`config.mk`:
```
export PLATFORM = sky130hd
export DESIGN_NAME = font_glyph_scan_and_text_measure_flat
export DESIGN_NICKNAME = d
export VERILOG_FILES = /design/src/rtl/fgm_pkg.sv /design/src/rtl/fgm_if.sv /design/src/rtl/fgm_ctrl.sv /design/src/rtl/fgm_datapath.sv /design/src/rtl/font_glyph_scan_and_text_measure.sv /design/src/flat_wrapper.sv
export SDC_FILE = /design/constraint.sdc
export NUM_CORES = 2
export LEC_CHECK = 0
export ABC_CLOCK_PERIOD_IN_PS = 9420
export BUFFER_PORTS_ARGS = -buffer_cell sky130_fd_sc_hd__clkbuf_2
export CORE_ASPECT_RATIO = 0.75
export CORE_MARGIN = 2
export CORE_UTILIZATION = 40
export DETAILED_ROUTE_END_ITERATION = 12
export SLEW_MARGIN = 10
export SYNTH_ARGS = -nofsm -noshare
export SYNTH_HDL_FRONTEND = slang
export SYNTH_SLANG_ARGS = --single-unit
```
`constraint.sdc`:
```
create_clock -name clk -period 9.42 [get_ports clk]
set_input_delay 1.884 -clock clk [delete_from_list [all_inputs] [get_ports clk]]
set_output_delay 1.884 -clock clk [all_outputs]
set_load 0.05 [all_outputs]
```
`src/rtl/fgm_pkg.sv`:
```
// Package for the font glyph scan and text measure block.
// Holds the glyph count, item kind codes, scan status codes, FSM state type
// and the command/status structs shared by the controller and the datapath.
package fgm_pkg;

    localparam int GLYPH_COUNT = 96;
    localparam int IDX_W = (GLYPH_COUNT > 1) ? $clog2(GLYPH_COUNT) : 1;
    localparam logic [7:0] GLYPH_COUNT_B = 8'(GLYPH_COUNT);

    localparam logic [1:0] KIND_SCAN  = 2'd0;
    localparam logic [1:0] KIND_TEXT  = 2'd1;
    localparam logic [1:0] KIND_QUERY = 2'd2;

    localparam logic [1:0] SCAN_BUSY  = 2'd0;
    localparam logic [1:0] SCAN_VALID = 2'd1;
    localparam logic [1:0] SCAN_FEW   = 2'd2;
    localparam logic [1:0] SCAN_MANY  = 2'd3;

    localparam logic [7:0] CHAR_NEWLINE = 8'd10;
    localparam logic [7:0] CHAR_FIRST   = 8'd32;

    localparam logic [15:0] LINE_HEIGHT_RESET = 16'd7;

    typedef enum logic [0:0] {
        ST_IDLE,
        ST_EXEC
    } fgm_state_t;

    typedef struct packed {
        logic load;
        logic commit;
    } fgm_cmd_t;

    typedef struct packed {
        logic out_full;
    } fgm_status_t;

endpackage

```
`src/rtl/fgm_if.sv`:
```
// Channel interfaces of the font glyph scan and text measure block.
// Depends on nothing; each carries valid, ready and its payload.
interface fgm_item_if;
    logic        valid;
    logic        ready;
    logic [1:0]  kind;
    logic [15:0] pixel_color;
    logic        first_pixel;
    logic        last_pixel;
    logic [7:0]  char_code;
    logic        text_start;

    modport source (output valid, kind, pixel_color, first_pixel, last_pixel,
                    char_code, text_start, input ready);
    modport sink (input valid, kind, pixel_color, first_pixel, last_pixel,
                  char_code, text_start, output ready);
endinterface

interface fgm_result_if;
    logic        valid;
    logic        ready;
    logic [7:0]  glyph_width;
    logic [15:0] glyph_offset;
    logic        code_invalid;
    logic [15:0] box_width;
    logic [15:0] box_height;
    logic [1:0]  scan_status;

    modport source (output valid, glyph_width, glyph_offset, code_invalid,
                    box_width, box_height, scan_status, input ready);
    modport sink (input valid, glyph_width, glyph_offset, code_invalid,
                  box_width, box_height, scan_status, output ready);
endinterface

interface fgm_cfg_if;
    logic        valid;
    logic        ready;
    logic [15:0] data;

    modport source (output valid, data, input ready);
    modport sink (input valid, data, output ready);
endinterface

```
`src/rtl/fgm_ctrl.sv`:
```
// Controller of the font glyph scan and text measure block.
// Depends on fgm_pkg; sequences load and commit of one word at a time.
module fgm_ctrl
    import fgm_pkg::*;
(
    input  logic        clk,
    input  logic        rst_n,
    input  logic        item_valid,
    input  logic        result_ready,
    input  fgm_status_t status,
    output logic        item_ready,
    output fgm_cmd_t    cmd
);

    fgm_state_t state_reg;
    fgm_state_t state_next;

    always_ff @(posedge clk or negedge rst_n)
    begin
        if (!rst_n)
        begin
            state_reg <= ST_IDLE;
        end
        else
        begin
            state_reg <= state_next;
        end
    end

    always_comb
    begin
        state_next = state_reg;
        item_ready = 1'b0;
        cmd        = '0;
        case (state_reg)
            ST_IDLE:
            begin
                item_ready = 1'b1;
                if (item_valid)
                begin
                    cmd.load   = 1'b1;
                    state_next = ST_EXEC;
                end
            end
            ST_EXEC:
            begin
                // The result register must be free, or be emptied this cycle.
                if (!status.out_full || result_ready)
                begin
                    cmd.commit = 1'b1;
                    state_next = ST_IDLE;
                end
            end
            default:
            begin
                state_next = ST_IDLE;
            end
        endcase
    end

endmodule

```
`src/rtl/fgm_datapath.sv`:
```
// Datapath of the font glyph scan and text measure block: glyph tables,
// scan counters, text box accumulators and the result register.
// Depends on fgm_pkg and the channel interfaces in fgm_if.
module fgm_datapath
    import fgm_pkg::*;
(
    input  logic                clk,
    input  logic                rst_n,
    input  fgm_cmd_t            cmd,
    output fgm_status_t         status,
    fgm_item_if.sink            items,
    fgm_result_if.source        results,
    input  logic                cfg_write,
    input  logic [15:0]         cfg_data
);

    logic [7:0]  width_mem  [GLYPH_COUNT];
    logic [15:0] offset_mem [GLYPH_COUNT];

    logic [15:0] line_height_reg;

    logic [1:0]  kind_reg;
    logic [15:0] color_reg;
    logic        first_reg;
    logic        last_reg;
    logic [7:0]  code_reg;
    logic        tstart_reg;
    logic [7:0]  rd_width_reg;
    logic [15:0] rd_offset_reg;

    logic [15:0] prev_color_reg, prev_color_next;
    logic [7:0]  run_index_reg, run_index_next;
    logic [15:0] pixel_pos_reg, pixel_pos_next;
    logic        overflow_reg, overflow_next;
    logic [7:0]  cur_width_reg, cur_width_next;
    logic [1:0]  scan_result_reg, scan_result_next;
    logic [15:0] line_width_reg, line_width_next;
    logic [15:0] max_width_reg, max_width_next;
    logic [15:0] text_height_reg, text_height_next;

    logic        out_valid_reg;
    logic [7:0]  out_width_reg, out_width_next;
    logic [15:0] out_offset_reg, out_offset_next;
    logic        out_invalid_reg, out_invalid_next;

    logic [7:0]  in_code_idx;
    logic        in_lookup_ok;
    logic [IDX_W-1:0] rd_addr;

    logic [7:0]  code_idx;
    logic        lookup_ok;
    logic [7:0]  lk_width;
    logic [15:0] lk_offset;

    logic             width_we;
    logic [IDX_W-1:0] width_waddr;
    logic [7:0]       width_wdata;
    logic             offset_we;
    logic [IDX_W-1:0] offset_waddr;
    logic [15:0]      offset_wdata;

    logic [7:0]  run_plus;
    logic [16:0] line_sum;
    logic [16:0] height_sum;
    logic [15:0] lw_base;
    logic [15:0] mw_base;
    logic [15:0] th_base;

    assign status.out_full = out_valid_reg;

    // Table read address for the incoming word.
    assign in_code_idx  = items.char_code - CHAR_FIRST;
    assign in_lookup_ok = (items.char_code >= CHAR_FIRST) && (in_code_idx < GLYPH_COUNT_B);
    assign rd_addr      = in_lookup_ok ? in_code_idx[IDX_W-1:0] : '0;

    always_ff @(posedge clk)
    begin
        if (cmd.load)
        begin
            kind_reg      <= items.kind;
            color_reg     <= items.pixel_color;
            first_reg     <= items.first_pixel;
            last_reg      <= items.last_pixel;
            code_reg      <= items.char_code;
            tstart_reg    <= items.text_start;
            rd_width_reg  <= width_mem[rd_addr];
            rd_offset_reg <= offset_mem[rd_addr];
        end
    end

    always_ff @(posedge clk)
    begin
        if (width_we)
        begin
            width_mem[width_waddr] <= width_wdata;
        end
    end

    always_ff @(posedge clk)
    begin
        if (offset_we)
        begin
            offset_mem[offset_waddr] <= offset_wdata;
        end
    end

    // Entries past the run index are left stale by a first pixel, and a lookup past
    // the run index reads as zero, so the run index works as a fill count. The current run's
    // width lives in a register that mirrors its table entry.
    assign code_idx  = code_reg - CHAR_FIRST;
    assign lookup_ok = (code_reg >= CHAR_FIRST) && (code_idx < GLYPH_COUNT_B);

    always_comb
    begin
        lk_width  = 8'd0;
        lk_offset = 16'd0;
        if (lookup_ok)
        begin
            if (code_idx < run_index_reg)
            begin
                lk_width = rd_width_reg;
            end
            else if (code_idx == run_index_reg)
            begin
                lk_width = cur_width_reg;
            end
            if ((code_idx != 8'd0) && (code_idx <= run_index_reg))
            begin
                lk_offset = rd_offset_reg;
            end
        end
    end

    assign run_plus = run_index_reg + 8'd1;

    always_comb
    begin
        prev_color_next  = prev_color_reg;
        run_index_next   = run_index_reg;
        pixel_pos_next   = pixel_pos_reg;
        overflow_next    = overflow_reg;
        cur_width_next   = cur_width_reg;
        scan_result_next = scan_result_reg;
        line_width_next  = line_width_reg;
        max_width_next   = max_width_reg;
        text_height_next = text_height_reg;
        out_width_next   = 8'd0;
        out_offset_next  = 16'd0;
        out_invalid_next = 1'b0;
        width_we         = 1'b0;
        width_waddr      = run_index_reg[IDX_W-1:0];
        width_wdata      = 8'd0;
        offset_we        = 1'b0;
        offset_waddr     = run_plus[IDX_W-1:0];
        offset_wdata     = 16'd0;
        lw_base          = tstart_reg ? 16'd0 : line_width_reg;
        mw_base          = tstart_reg ? 16'd0 : max_width_reg;
        th_base          = tstart_reg ? line_height_reg : text_height_reg;
        line_sum         = {1'b0, lw_base} + {9'd0, lk_width};
        height_sum       = {1'b0, th_base} + {1'b0, line_height_reg};

        case (kind_reg)
            KIND_SCAN:
            begin
                if (first_reg)
                begin
                    prev_color_next  = color_reg;
                    run_index_next   = 8'd0;
                    pixel_pos_next   = 16'd0;
                    overflow_next    = 1'b0;
                    cur_width_next   = 8'd0;
                    scan_result_next = SCAN_BUSY;
                end
                else
                begin
                    pixel_pos_next = (pixel_pos_reg == 16'hFFFF) ? 16'hFFFF
                                                                 : pixel_pos_reg + 16'd1;
                    if (run_index_reg < GLYPH_COUNT_B)
                    begin
                        width_wdata    = (cur_width_reg == 8'hFF) ? 8'hFF
                                                                  : cur_width_reg + 8'd1;
                        width_we       = cmd.commit;
                        cur_width_next = width_wdata;
                    end
                    if (color_reg != prev_color_reg)
                    begin
                        prev_color_next = color_reg;
                        if (run_index_reg < GLYPH_COUNT_B)
                        begin
                            run_index_next = run_plus;
                            cur_width_next = 8'd0;
                            if (run_plus < GLYPH_COUNT_B)
                            begin
                                offset_we    = cmd.commit;
                                offset_wdata = pixel_pos_next;
                            end
                        end
                        else
                        begin
                            overflow_next = 1'b1;
                        end
                    end
                end
                if (last_reg)
                begin
                    if (overflow_next)
                    begin
                        scan_result_next = SCAN_MANY;
                    end
                    else if (run_index_next == GLYPH_COUNT_B)
                    begin
                        scan_result_next = SCAN_VALID;
                    end
                    else
                    begin
                        scan_result_next = SCAN_FEW;
                    end
                end
            end
            KIND_TEXT:
            begin
                text_height_next = th_base;
                if (code_reg == CHAR_NEWLINE)
                begin
                    text_height_next = height_sum[16] ? 16'hFFFF : height_sum[15:0];
                    line_width_next  = 16'd0;
                end
                else
                begin
                    out_width_next   = lk_width;
                    out_offset_next  = lk_offset;
                    out_invalid_next = !lookup_ok;
                    line_width_next  = line_sum[16] ? 16'hFFFF : line_sum[15:0];
                end
                max_width_next = (line_width_next > mw_base) ? line_width_next : mw_base;
            end
            KIND_QUERY:
            begin
                out_width_next   = lk_width;
                out_offset_next  = lk_offset;
                out_invalid_next = !lookup_ok;
            end
            default:
            begin
                out_width_next = 8'd0;
            end
        endcase
    end

    always_ff @(posedge clk or negedge rst_n)
    begin
        if (!rst_n)
        begin
            line_height_reg  <= LINE_HEIGHT_RESET;
            prev_color_reg   <= 16'd0;
            run_index_reg    <= 8'd0;
            pixel_pos_reg    <= 16'd0;
            overflow_reg     <= 1'b0;
            cur_width_reg    <= 8'd0;
            scan_result_reg  <= SCAN_BUSY;
            line_width_reg   <= 16'd0;
            max_width_reg    <= 16'd0;
            text_height_reg  <= 16'd0;
            out_valid_reg    <= 1'b0;
        end
        else
        begin
            if (cfg_write)
            begin
                line_height_reg <= cfg_data;
            end
            if (cmd.commit)
            begin
                prev_color_reg  <= prev_color_next;
                run_index_reg   <= run_index_next;
                pixel_pos_reg   <= pixel_pos_next;
                overflow_reg    <= overflow_next;
                cur_width_reg   <= cur_width_next;
                scan_result_reg <= scan_result_next;
                line_width_reg  <= line_width_next;
                max_width_reg   <= max_width_next;
                text_height_reg <= text_height_next;
                out_valid_reg   <= 1'b1;
            end
            else if (results.ready)
            begin
                out_valid_reg <= 1'b0;
            end
        end
    end

    always_ff @(posedge clk)
    begin
        if (cmd.commit)
        begin
            out_width_reg   <= out_width_next;
            out_offset_reg  <= out_offset_next;
            out_invalid_reg <= out_invalid_next;
        end
    end

    assign results.valid        = out_valid_reg;
    assign results.glyph_width  = out_width_reg;
    assign results.glyph_offset = out_offset_reg;
    assign results.code_invalid = out_invalid_reg;
    assign results.box_width    = max_width_reg;
    assign results.box_height   = text_height_reg;
    assign results.scan_status  = scan_result_reg;

    a_run_index_bound: assert property (@(posedge clk) disable iff (!rst_n)
        run_index_reg <= GLYPH_COUNT_B)
        else $error("run index passed the glyph count");

    a_overflow_at_end: assert property (@(posedge clk) disable iff (!rst_n)
        overflow_reg |-> (run_index_reg == GLYPH_COUNT_B))
        else $error("overflow flagged before the end-marker run");

    a_marker_run_no_width: assert property (@(posedge clk) disable iff (!rst_n)
        (run_index_reg == GLYPH_COUNT_B) |-> (cur_width_reg == 8'd0))
        else $error("end-marker run accumulated a width");

    a_result_from_commit: assert property (@(posedge clk) disable iff (!rst_n)
        $rose(out_valid_reg) |-> $past(cmd.commit))
        else $error("result word appeared without a commit");

endmodule

```
`src/rtl/font_glyph_scan_and_text_measure.sv`:
```
// Each word is first captured while the glyph tables are read into registers, then the
// scan and text state are updated and the result register is loaded. A new word is
// taken while the previous result still waits in its register; a stalled result holds
// the update step until the result register is free or being emptied.
// Depends on fgm_pkg, fgm_if, fgm_ctrl and fgm_datapath.
module font_glyph_scan_and_text_measure
    import fgm_pkg::*;
(
    input  logic         clk,
    input  logic         rst_n,
    fgm_item_if.sink     items,
    fgm_result_if.source results,
    fgm_cfg_if.sink      cfg
);

    fgm_cmd_t    cmd;
    fgm_status_t status;
    logic        item_ready;

    assign items.ready = item_ready;
    assign cfg.ready   = 1'b1;

    fgm_ctrl u_ctrl (
        .clk          (clk),
        .rst_n        (rst_n),
        .item_valid   (items.valid),
        .result_ready (results.ready),
        .status       (status),
        .item_ready   (item_ready),
        .cmd          (cmd)
    );

    fgm_datapath u_datapath (
        .clk       (clk),
        .rst_n     (rst_n),
        .cmd       (cmd),
        .status    (status),
        .items     (items),
        .results   (results),
        .cfg_write (cfg.valid),
        .cfg_data  (cfg.data)
    );

endmodule

```
`src/flat_wrapper.sv`:
```
// flat-port wrapper written by rule: the top's interface ports become plain ports
module font_glyph_scan_and_text_measure_flat import fgm_pkg::*;
  (clk, rst_n, items_valid, items_kind, items_pixel_color, items_first_pixel, items_last_pixel, items_char_code, items_text_start, items_ready, results_valid, results_glyph_width, results_glyph_offset, results_code_invalid, results_box_width, results_box_height, results_scan_status, results_ready, cfg_valid, cfg_data, cfg_ready);
  fgm_item_if items_i ();
  fgm_result_if results_i ();
  fgm_cfg_if cfg_i ();
  input  logic clk;
  input  logic rst_n;
  input wire logic [$bits(items_i.valid)-1:0] items_valid;
  input wire logic [$bits(items_i.kind)-1:0] items_kind;
  input wire logic [$bits(items_i.pixel_color)-1:0] items_pixel_color;
  input wire logic [$bits(items_i.first_pixel)-1:0] items_first_pixel;
  input wire logic [$bits(items_i.last_pixel)-1:0] items_last_pixel;
  input wire logic [$bits(items_i.char_code)-1:0] items_char_code;
  input wire logic [$bits(items_i.text_start)-1:0] items_text_start;
  output wire logic [$bits(items_i.ready)-1:0] items_ready;
  output wire logic [$bits(results_i.valid)-1:0] results_valid;
  output wire logic [$bits(results_i.glyph_width)-1:0] results_glyph_width;
  output wire logic [$bits(results_i.glyph_offset)-1:0] results_glyph_offset;
  output wire logic [$bits(results_i.code_invalid)-1:0] results_code_invalid;
  output wire logic [$bits(results_i.box_width)-1:0] results_box_width;
  output wire logic [$bits(results_i.box_height)-1:0] results_box_height;
  output wire logic [$bits(results_i.scan_status)-1:0] results_scan_status;
  input wire logic [$bits(results_i.ready)-1:0] results_ready;
  input wire logic [$bits(cfg_i.valid)-1:0] cfg_valid;
  input wire logic [$bits(cfg_i.data)-1:0] cfg_data;
  output wire logic [$bits(cfg_i.ready)-1:0] cfg_ready;
  assign items_i.valid = items_valid;
  assign items_i.kind = items_kind;
  assign items_i.pixel_color = items_pixel_color;
  assign items_i.first_pixel = items_first_pixel;
  assign items_i.last_pixel = items_last_pixel;
  assign items_i.char_code = items_char_code;
  assign items_i.text_start = items_text_start;
  assign items_ready = items_i.ready;
  assign results_valid = results_i.valid;
  assign results_glyph_width = results_i.glyph_width;
  assign results_glyph_offset = results_i.glyph_offset;
  assign results_code_invalid = results_i.code_invalid;
  assign results_box_width = results_i.box_width;
  assign results_box_height = results_i.box_height;
  assign results_scan_status = results_i.scan_status;
  assign results_i.ready = results_ready;
  assign cfg_i.valid = cfg_valid;
  assign cfg_i.data = cfg_data;
  assign cfg_ready = cfg_i.ready;
  font_glyph_scan_and_text_measure u_core (.clk(clk), .rst_n(rst_n), .items(items_i), .results(results_i), .cfg(cfg_i));
endmodule
```
* Word-level counts from Yosys, hierarchy flattened
Memories as Yosys holds them, arrays and structs flattened. A register that Yosys moved wholly into a read port is not among the register bits.
Index checks and enable logic that the tools add are counted.
** Storage, ports and cells
- Register bits :: 171
- Memories kept :: 2
- Word-level logic and storage cells :: 134
- Input bits :: 50
- Output and inout bits :: 62
- RAM bits :: 2304
** Operators by class
- Bitwise gates (word level) :: 1
- Mux-type cells :: 71
- Equality and inequality tests :: 8
- Add/sub/neg operators :: 7
- Reductions and logical operators :: 15
- Order comparisons :: 9
** Memories
- u_core.u_datapath.offset_mem :: depth 96, bits a word 16, rd ports 1, clocked after Yosys merged registers in 1, write ports 1, line fgm_datapath.sv:18 : logic [15:0] offset_mem [GLYPH_COUNT];
- u_core.u_datapath.width_mem :: depth 96, bits a word 8, rd ports 1, clocked after Yosys merged registers in 1, write ports 1, line fgm_datapath.sv:17 : logic [7:0] width_mem [GLYPH_COUNT];
** Operators by type and width (count)
- 16-bit 2-to-1 mux :: 21
- 8-bit 2-to-1 mux :: 16
- 8-bit by 7-bit < comparator with 1-bit output, second input constant :: 4
- 16-bit one-hot mux with 2 select lines :: 1
- 1-bit 2-to-1 mux :: 25
- 16-bit by 16-bit adder with 17-bit output :: 1
- 16-bit by 8-bit adder with 17-bit output :: 1
- 16-bit by 1-bit adder with 16-bit output, second input constant :: 1
- 8-bit by 1-bit adder with 8-bit output, second input constant :: 2
- 16-bit equality test, second input constant :: 1
- 8-bit by 6-bit greater-or-equal comparator with 1-bit output, second input constant :: 2
- 16-bit greater-than comparator :: 1
- 16-bit inequality test :: 1
- 8-bit one-hot mux with 2 select lines :: 1
- 8-bit by 6-bit subtractor with 8-bit output, second input constant :: 2
- 8-bit by 4-bit equality test with 1-bit output, second input constant :: 1
- 8-bit by 7-bit equality test with 1-bit output, second input constant :: 1
- 8-bit equality test :: 1
- 8-bit equality test, second input constant :: 1
- 8-bit less-or-equal comparator :: 1
- 8-bit < comparator :: 1
- 2-bit 2-to-1 mux :: 4
- 8-bit nonzero test :: 1
- 7-bit 2-to-1 mux :: 1
- other kinds (11) :: 19

* Logic depth before layout (Yosys ltp)
- Depth after elaboration :: 11
- Mapped depth :: 31
- Depth with buffers taken out :: 29

* Worst setup path after synthesis
No wires, ideal clock.
- Path type :: register to register
- From :: register u_core.u_datapath.run_index_reg[1]
- To :: memory u_core.u_datapath.offset_mem[0][14], data pin
- Library setup time :: 0.917 ns
- Slack :: 2.926 ns
- Period minus slack after synthesis :: 6.494 ns
- Arrival time :: 5.577 ns
- Cell stages (with the launch flop) :: 9
- Path through :: dfrtp_1 > ha_1 > nand2_1 > o31a_1 > o21ai_0 > a22oi_1 > or3b_2 > clkbuf_1 > nor3_1
** Between the ends
- Cells in the longest elaborated chain, start to end :: 7
- Elaborated cells on any way between the ends :: 8
- Those cells by class :: add/sub (1); order compare (2); mux (5)
** Ends and longest elaborated chain
- from (decl) :: line fgm_datapath.sv:32 : logic [7:0] run_index_reg, run_index_next;
- from (signal assigned) :: line fgm_datapath.sv:275 : run_index_reg <= run_index_next;
- 8-bit by 1-bit adder with 8-bit output :: line fgm_datapath.sv:134 : assign run_plus = run_index_reg + 8'd1;
- 8-bit by 7-bit < comparator with 1-bit output :: line fgm_datapath.sv:192 : if (run_plus < GLYPH_COUNT_B)
- 16-bit 2-to-1 mux :: line fgm_datapath.sv:192
- 16-bit 2-to-1 mux (*) :: line fgm_datapath.sv:188 : if (run_index_reg < GLYPH_COUNT_B)
- 16-bit 2-to-1 mux (*) :: line fgm_datapath.sv:185 : if (color_reg != prev_color_reg)
- 16-bit 2-to-1 mux (*) :: line fgm_datapath.sv:165 : if (first_reg)
- 16-bit 2-to-1 mux (*) :: line fgm_datapath.sv:162 : case (kind_reg)
- via u_core.u_datapath.offset_wdata[14] :: line fgm_datapath.sv:60 : logic [15:0] offset_wdata;
- to (decl) :: line fgm_datapath.sv:18
The timed path passes the listed nets; every way through them passes the cells marked *.

* Final worst setup path
- From :: register u_core.u_datapath.run_index_reg[1]
- To :: register u_core.u_datapath.max_width_reg[10] (netlist: u_core.u_datapath.results.box_width[10])
** Between the ends
- Cells in the longest elaborated chain, start to end :: 10
- Elaborated cells on any way between the ends :: 11
- Those cells by class :: add/sub (1); order compare (2); eq/ne (1); mux (7)
** Ends and longest elaborated chain
- parallel branches: the longest is 2 deep, another holds 8-bit < comparator
- 8-bit 2-to-1 mux (*) :: line fgm_datapath.sv:119 : if (code_idx < run_index_reg)
- 8-bit 2-to-1 mux (*) :: line fgm_datapath.sv:117 : if (lookup_ok)
- 16-bit by 8-bit adder with 17-bit output (*) :: line fgm_datapath.sv:159 : line_sum = {1'b0, lw_base} + {9'd0, lk_width};
- 16-bit 2-to-1 mux (*) :: line fgm_datapath.sv:233 : line_width_next = line_sum[16] ? 16'hFFFF : line_sum[15:0];
- 16-bit 2-to-1 mux (*) :: line fgm_datapath.sv:223 : if (code_reg == CHAR_NEWLINE)
- 16-bit 2-to-1 mux (*) :: line fgm_datapath.sv:162
- 16-bit greater-than comparator :: line fgm_datapath.sv:235 : max_width_next = (line_width_next > mw_base) ? line_width_next : mw_base;
- 16-bit 2-to-1 mux (*) :: line fgm_datapath.sv:235
- to (signal assigned) :: line fgm_datapath.sv:281 : max_width_reg <= max_width_next;
- to (decl) :: line fgm_datapath.sv:38 : logic [15:0] max_width_reg, max_width_next;
Mark *: on every way between the ends. The select of a mux whose other input is x is not followed.
A chain may end at the register's enable or synchronous reset.

==> impl_summary.log <==
[metrics] PnR Total Power: between 20 and 30 mW
[metrics] # clock sinks: 2499
[metrics] routability-driven placement congestion ratio: 0.925
[metrics] post-cts hold buffer count: 0
[metrics] Critical Path Slowest Stage Cell: sky130_fd_sc_hd__a211oi_1
[metrics] post-route minimum period: 7790 ps
[metrics] async set-reset flop share out of synthesis: about 4.7%
[metrics] worst hold path type: reg2reg
[metrics] outcome: finished, final reports clean
[metrics] routed wire length: 350000 um
[metrics] highest net fanout along the worst path: 16
[metrics] starting density of the core: 40.2%
[metrics] chip width: 590 um
[metrics] cell taking the most area after synthesis: sky130_fd_sc_hd__edfxtp_1
[metrics] Leak: 41.1 nW
[metrics] Clock power frac: 38.3%
[metrics] fillcell total: 22400
[metrics] start-to-end type of the worst setup path: reg2reg
[metrics] arrival time at the worst endpoint: 8570 ps
[metrics] Slew Viols, Final: 0
[metrics] biggest area contributors in the synthesized netlist: sky130_fd_sc_hd__edfxtp_1 69%, sky130_fd_sc_hd__nand2_1 3.7%, sky130_fd_sc_hd__mux2i_1 2.9%
[metrics] first-pass GRT wire length: 492000 um
[metrics] antenna violations before repair: 28
[metrics] Overall Global Routing Usage: 26.1%
[metrics] growth of design area from synthesis to finish: 13.2%
[metrics] Gate power share: approximately an eighth
[metrics] Clock Tree Root: sky130_fd_sc_hd__clkbuf_16
[metrics] flip-flop count of the largest register, all copies and words added: 1536
[metrics] number of vias in the routed layout: 69100
[metrics] Total Negative Setup Slacks: 0 ps
[metrics] Detailed Routing Iterations Pass 1: 6
[metrics] Pwr Density: ~220 nW/um^2
[metrics] critical path's most frequent cell: sky130_fd_sc_hd__o21a_1
[metrics] number of global-route vias before repair: 64000
[metrics] count of max-cap constraint violations: 0
[metrics] sequential element share of the synthesized area: a little over 70%
[metrics] area of the core region: about 260000 sq um
[metrics] synthesized instance count: ~7400
[metrics] fraction of synthesized cell area taken by the top area cell type: 69.5%
[metrics] final hold violation count: 0
[metrics] Internal Dissipation: 18.7 mW
[metrics] Flop pwr share: 49.1%
[metrics] DRC errors left: 0
[metrics] number of warnings reported in the yosys synthesis log: 0
[metrics] Biggest register: u_core.u_datapath.offset_mem
[metrics] top flip-flop cell by instance count after synthesis: sky130_fd_sc_hd__edfxtp_1
[metrics] via/cell ratio: a little over 6
[metrics] Remaining Overflow, GRT: 0
[metrics] biggest registers after layout: u_core.u_datapath.offset_mem: 1536 flops, u_core.u_datapath.width_mem: 768 flops
[metrics] Final #Nets: 7690
[metrics] cts repair resizes: 0
[metrics] Tcrit/Tclk final: 82.7%
[metrics] post-CTS repair timing setup buffer count: 0
[metrics] dpl hpwl: 213000 um
[metrics] pin count of the biggest net entering global routing: 149
[metrics] clock buffer count from CTS: 242
[metrics] Peak Freq: ~130 MHz
[metrics] Worst Tran Pin Value: 1310 ps
[metrics] CTS tree: yes
[metrics] skew final: 81.8 ps
[metrics] share of post-route cells with drive strength above 1: 12.7%
[metrics] WP data required: 10200 ps
[metrics] CP max stage delay: 750 ps
[metrics] I/O pin cnt: 112
[metrics] instance area after placement: about 110000 sq um
[metrics] Port Buffer Count: 110
[metrics] post-route cell area: 117000 sq um
[metrics] synthesized area: 103000 sq um
[metrics] clock transition time at the flip-flop clock pins of the worst setup and hold paths: 70 ps
[metrics] number of H-tree branching levels: 4
[metrics] Initial DRC Count: about 12000
[metrics] clock latency of the later-clocked register in the worst-skew pair: roughly 950 ps
[metrics] Avg Cell Area, Syn: 13.9 sq um
[metrics] count of flip-flops with a built-in enable after synthesis: 2382
[metrics] unrepaired setup endpoints after global routing: false
[metrics] Clock Path Buffers: 4
[metrics] sw frac: between 20% and 30%
[metrics] Switch Pwr: 6.89 mW
[metrics] net count of the mapped netlist: 7528
[metrics] crit path launch type: register
[metrics] final count of negative-setup-slack endpoints: 0
[metrics] count of state elements after synthesis: 2499
[metrics] Synth cell types: 95
[metrics] average wire length per cell after detail routing: 31.3 um
[metrics] Die ar.: 262000 sq um
[metrics] peak ir drop on the vdd network: 0.000180 V
[metrics] Die Span Y: around 440 um
[metrics] kind of capture point of the worst setup path: register
[metrics] number of antenna-violating nets in the routed design: 0
[metrics] Rows: about 160
[metrics] slew margin rel.: about 12%
[metrics] WHS: roughly 480 ps
-- worst paths after layout --
check	from	to	slack (ps)	depth (start not counted)
min in group asynchronous	rst_n	u_core.u_datapath.prev_color_reg[15]$_DFFE_PN0P_	1010	1
worst min register to register	u_core.u_datapath.line_width_reg[4]$_DFFE_PN0P_	u_core.u_datapath.line_width_reg[4]$_DFFE_PN0P_	480	2
max in group asynchronous	rst_n	u_core.u_datapath.results.box_height[12]$_DFFE_PN0P_	6980	2
worst max-delay path	u_core.u_datapath.run_index_reg[1]$_DFFE_PN0P_	u_core.u_datapath.results.box_width[10]$_DFFE_PN0P_	1630	29
worst min-delay path	u_core.u_datapath.line_width_reg[4]$_DFFE_PN0P_	u_core.u_datapath.line_width_reg[4]$_DFFE_PN0P_	480	2
worst max register to register	u_core.u_datapath.run_index_reg[1]$_DFFE_PN0P_	u_core.u_datapath.results.box_width[10]$_DFFE_PN0P_	1630	29
-- layout by cell type, fill, tap and decap left out, drive strengths merged, types with 19 or more instances in the layout --
master | netlist | routed
xor2 | 28 | 28
ha | 58 | 58
o21ai | 329 | 329
nand3 | 387 | 387
o211ai | 79 | 79
mux4 | 24 | 24
nor2 | 521 | 521
nand2 | 1007 | 1007
or3 | 33 | 33
o221ai | 79 | 79
nor4 | 27 | 27
o31ai | 20 | 20
nor3b | 20 | 20
xnor2 | 28 | 28
mux2 | 104 | 104
mux2i | 296 | 296
edfxtp | 2382 | 2382
bufinv | 0 | 25
dfrtp | 114 | 114
o311ai | 20 | 20
or2 | 19 | 19
a211oi | 102 | 102
o22ai | 97 | 97
a221oi | 32 | 32
inv | 71 | 75
clkinv | 0 | 107
nor2b | 34 | 34
a31oi | 129 | 129
and3 | 58 | 58
and2 | 19 | 19
a21o | 36 | 36
o2bb2ai | 47 | 47
a311oi | 19 | 19
nand4 | 42 | 42
clkbuf | 220 | 398
buf | 268 | 299
a21oi | 305 | 305
nor3 | 87 | 87
nand2b | 27 | 27
-- through the flow --
step	util (%)	std cells	worst slack, ps
2_1_floorplan	-	7418	2930
3_3_place_gp	42.4	10800	1730
3_5_place_dp	42.4	10800	1770
4_1_cts	45.5	11200	1720
5_1_grt	45.5	11200	1050
6_report	45.5	11200	1630
-- layout make-up --
cell class	count	area, sq um	share of cell area (%)
flip-flops and latches	2499	74500	63.8
clock buffers	291	6420	5.51
inverters	71	274	0.235
well taps	3423	4280	3.67
repair buffers	406	3140	2.69
clock inverters	145	1420	1.21
diodes	8	20.0	0.0172
multi-input cells	4360	26600	22.8
-- kinds of logic (layout without fill, tap and decap cells) --
kind of cell	after synthesis	after routing	share of synthesized area, %
xor gates and xnor gates	56	56	0.502
buffers and inverters	559	913	2.33
AOI/OAI and AO/OA	1512	1512	9.79
other	1	9	0.00364
and+or+nand+nor	2307	2307	9.80
muxes	424	424	4.54
DFF	2499	2499	72.3
adders and majority gates	60	60	0.744
-- cell usage after synthesis, types with 58 or more instances --
cell / number
sky130_fd_sc_hd__mux2_2: 104
sky130_fd_sc_hd__nand3_1: 387
sky130_fd_sc_hd__buf_2: 184
sky130_fd_sc_hd__inv_1: 68
sky130_fd_sc_hd__nor2_1: 521
sky130_fd_sc_hd__a211oi_1: 98
sky130_fd_sc_hd__o221ai_1: 79
sky130_fd_sc_hd__a21oi_1: 305
sky130_fd_sc_hd__dfrtp_1: 114
sky130_fd_sc_hd__nor3_1: 86
sky130_fd_sc_hd__o211ai_1: 78
sky130_fd_sc_hd__and3_1: 58
sky130_fd_sc_hd__mux2i_1: 296
sky130_fd_sc_hd__o21ai_0: 306
sky130_fd_sc_hd__a31oi_1: 129
sky130_fd_sc_hd__buf_1: 67
sky130_fd_sc_hd__edfxtp_1: 2382
sky130_fd_sc_hd__nand2_1: 1007
sky130_fd_sc_hd__o22ai_1: 97
sky130_fd_sc_hd__clkbuf_1: 220
sky130_fd_sc_hd__ha_1: 58
-- critical path: cells and delay by family, from the launching register on --
family,cells,cell delay (ps)
flops,1,490
buf+inv,2,190
compound gates,18,4710
simple gates,5,960
fa+ha+maj,4,1310
-- power by group through the flow --
stage	logic, mW	registers, mW	clock network [mW]
finish	3.24	12.6	9.80
global route	3.39	12.6	10.3
CTS	3.15	12.6	9.86
detailed placement	3.14	12.8	0
global placement	3.12	12.8	0
floorplan	1.62	13.0	0
-- layer usage --
layer  wire length (um)  vias up  track usage [%]
li1                   -    28700                -
met1             143000    34900             38.7
met2             140000     4827             35.3
met3              55200      675             10.1
met4              11800       26             7.32
met5                325        -                0
No activity file was read; power rests on OpenSTA's default activity.
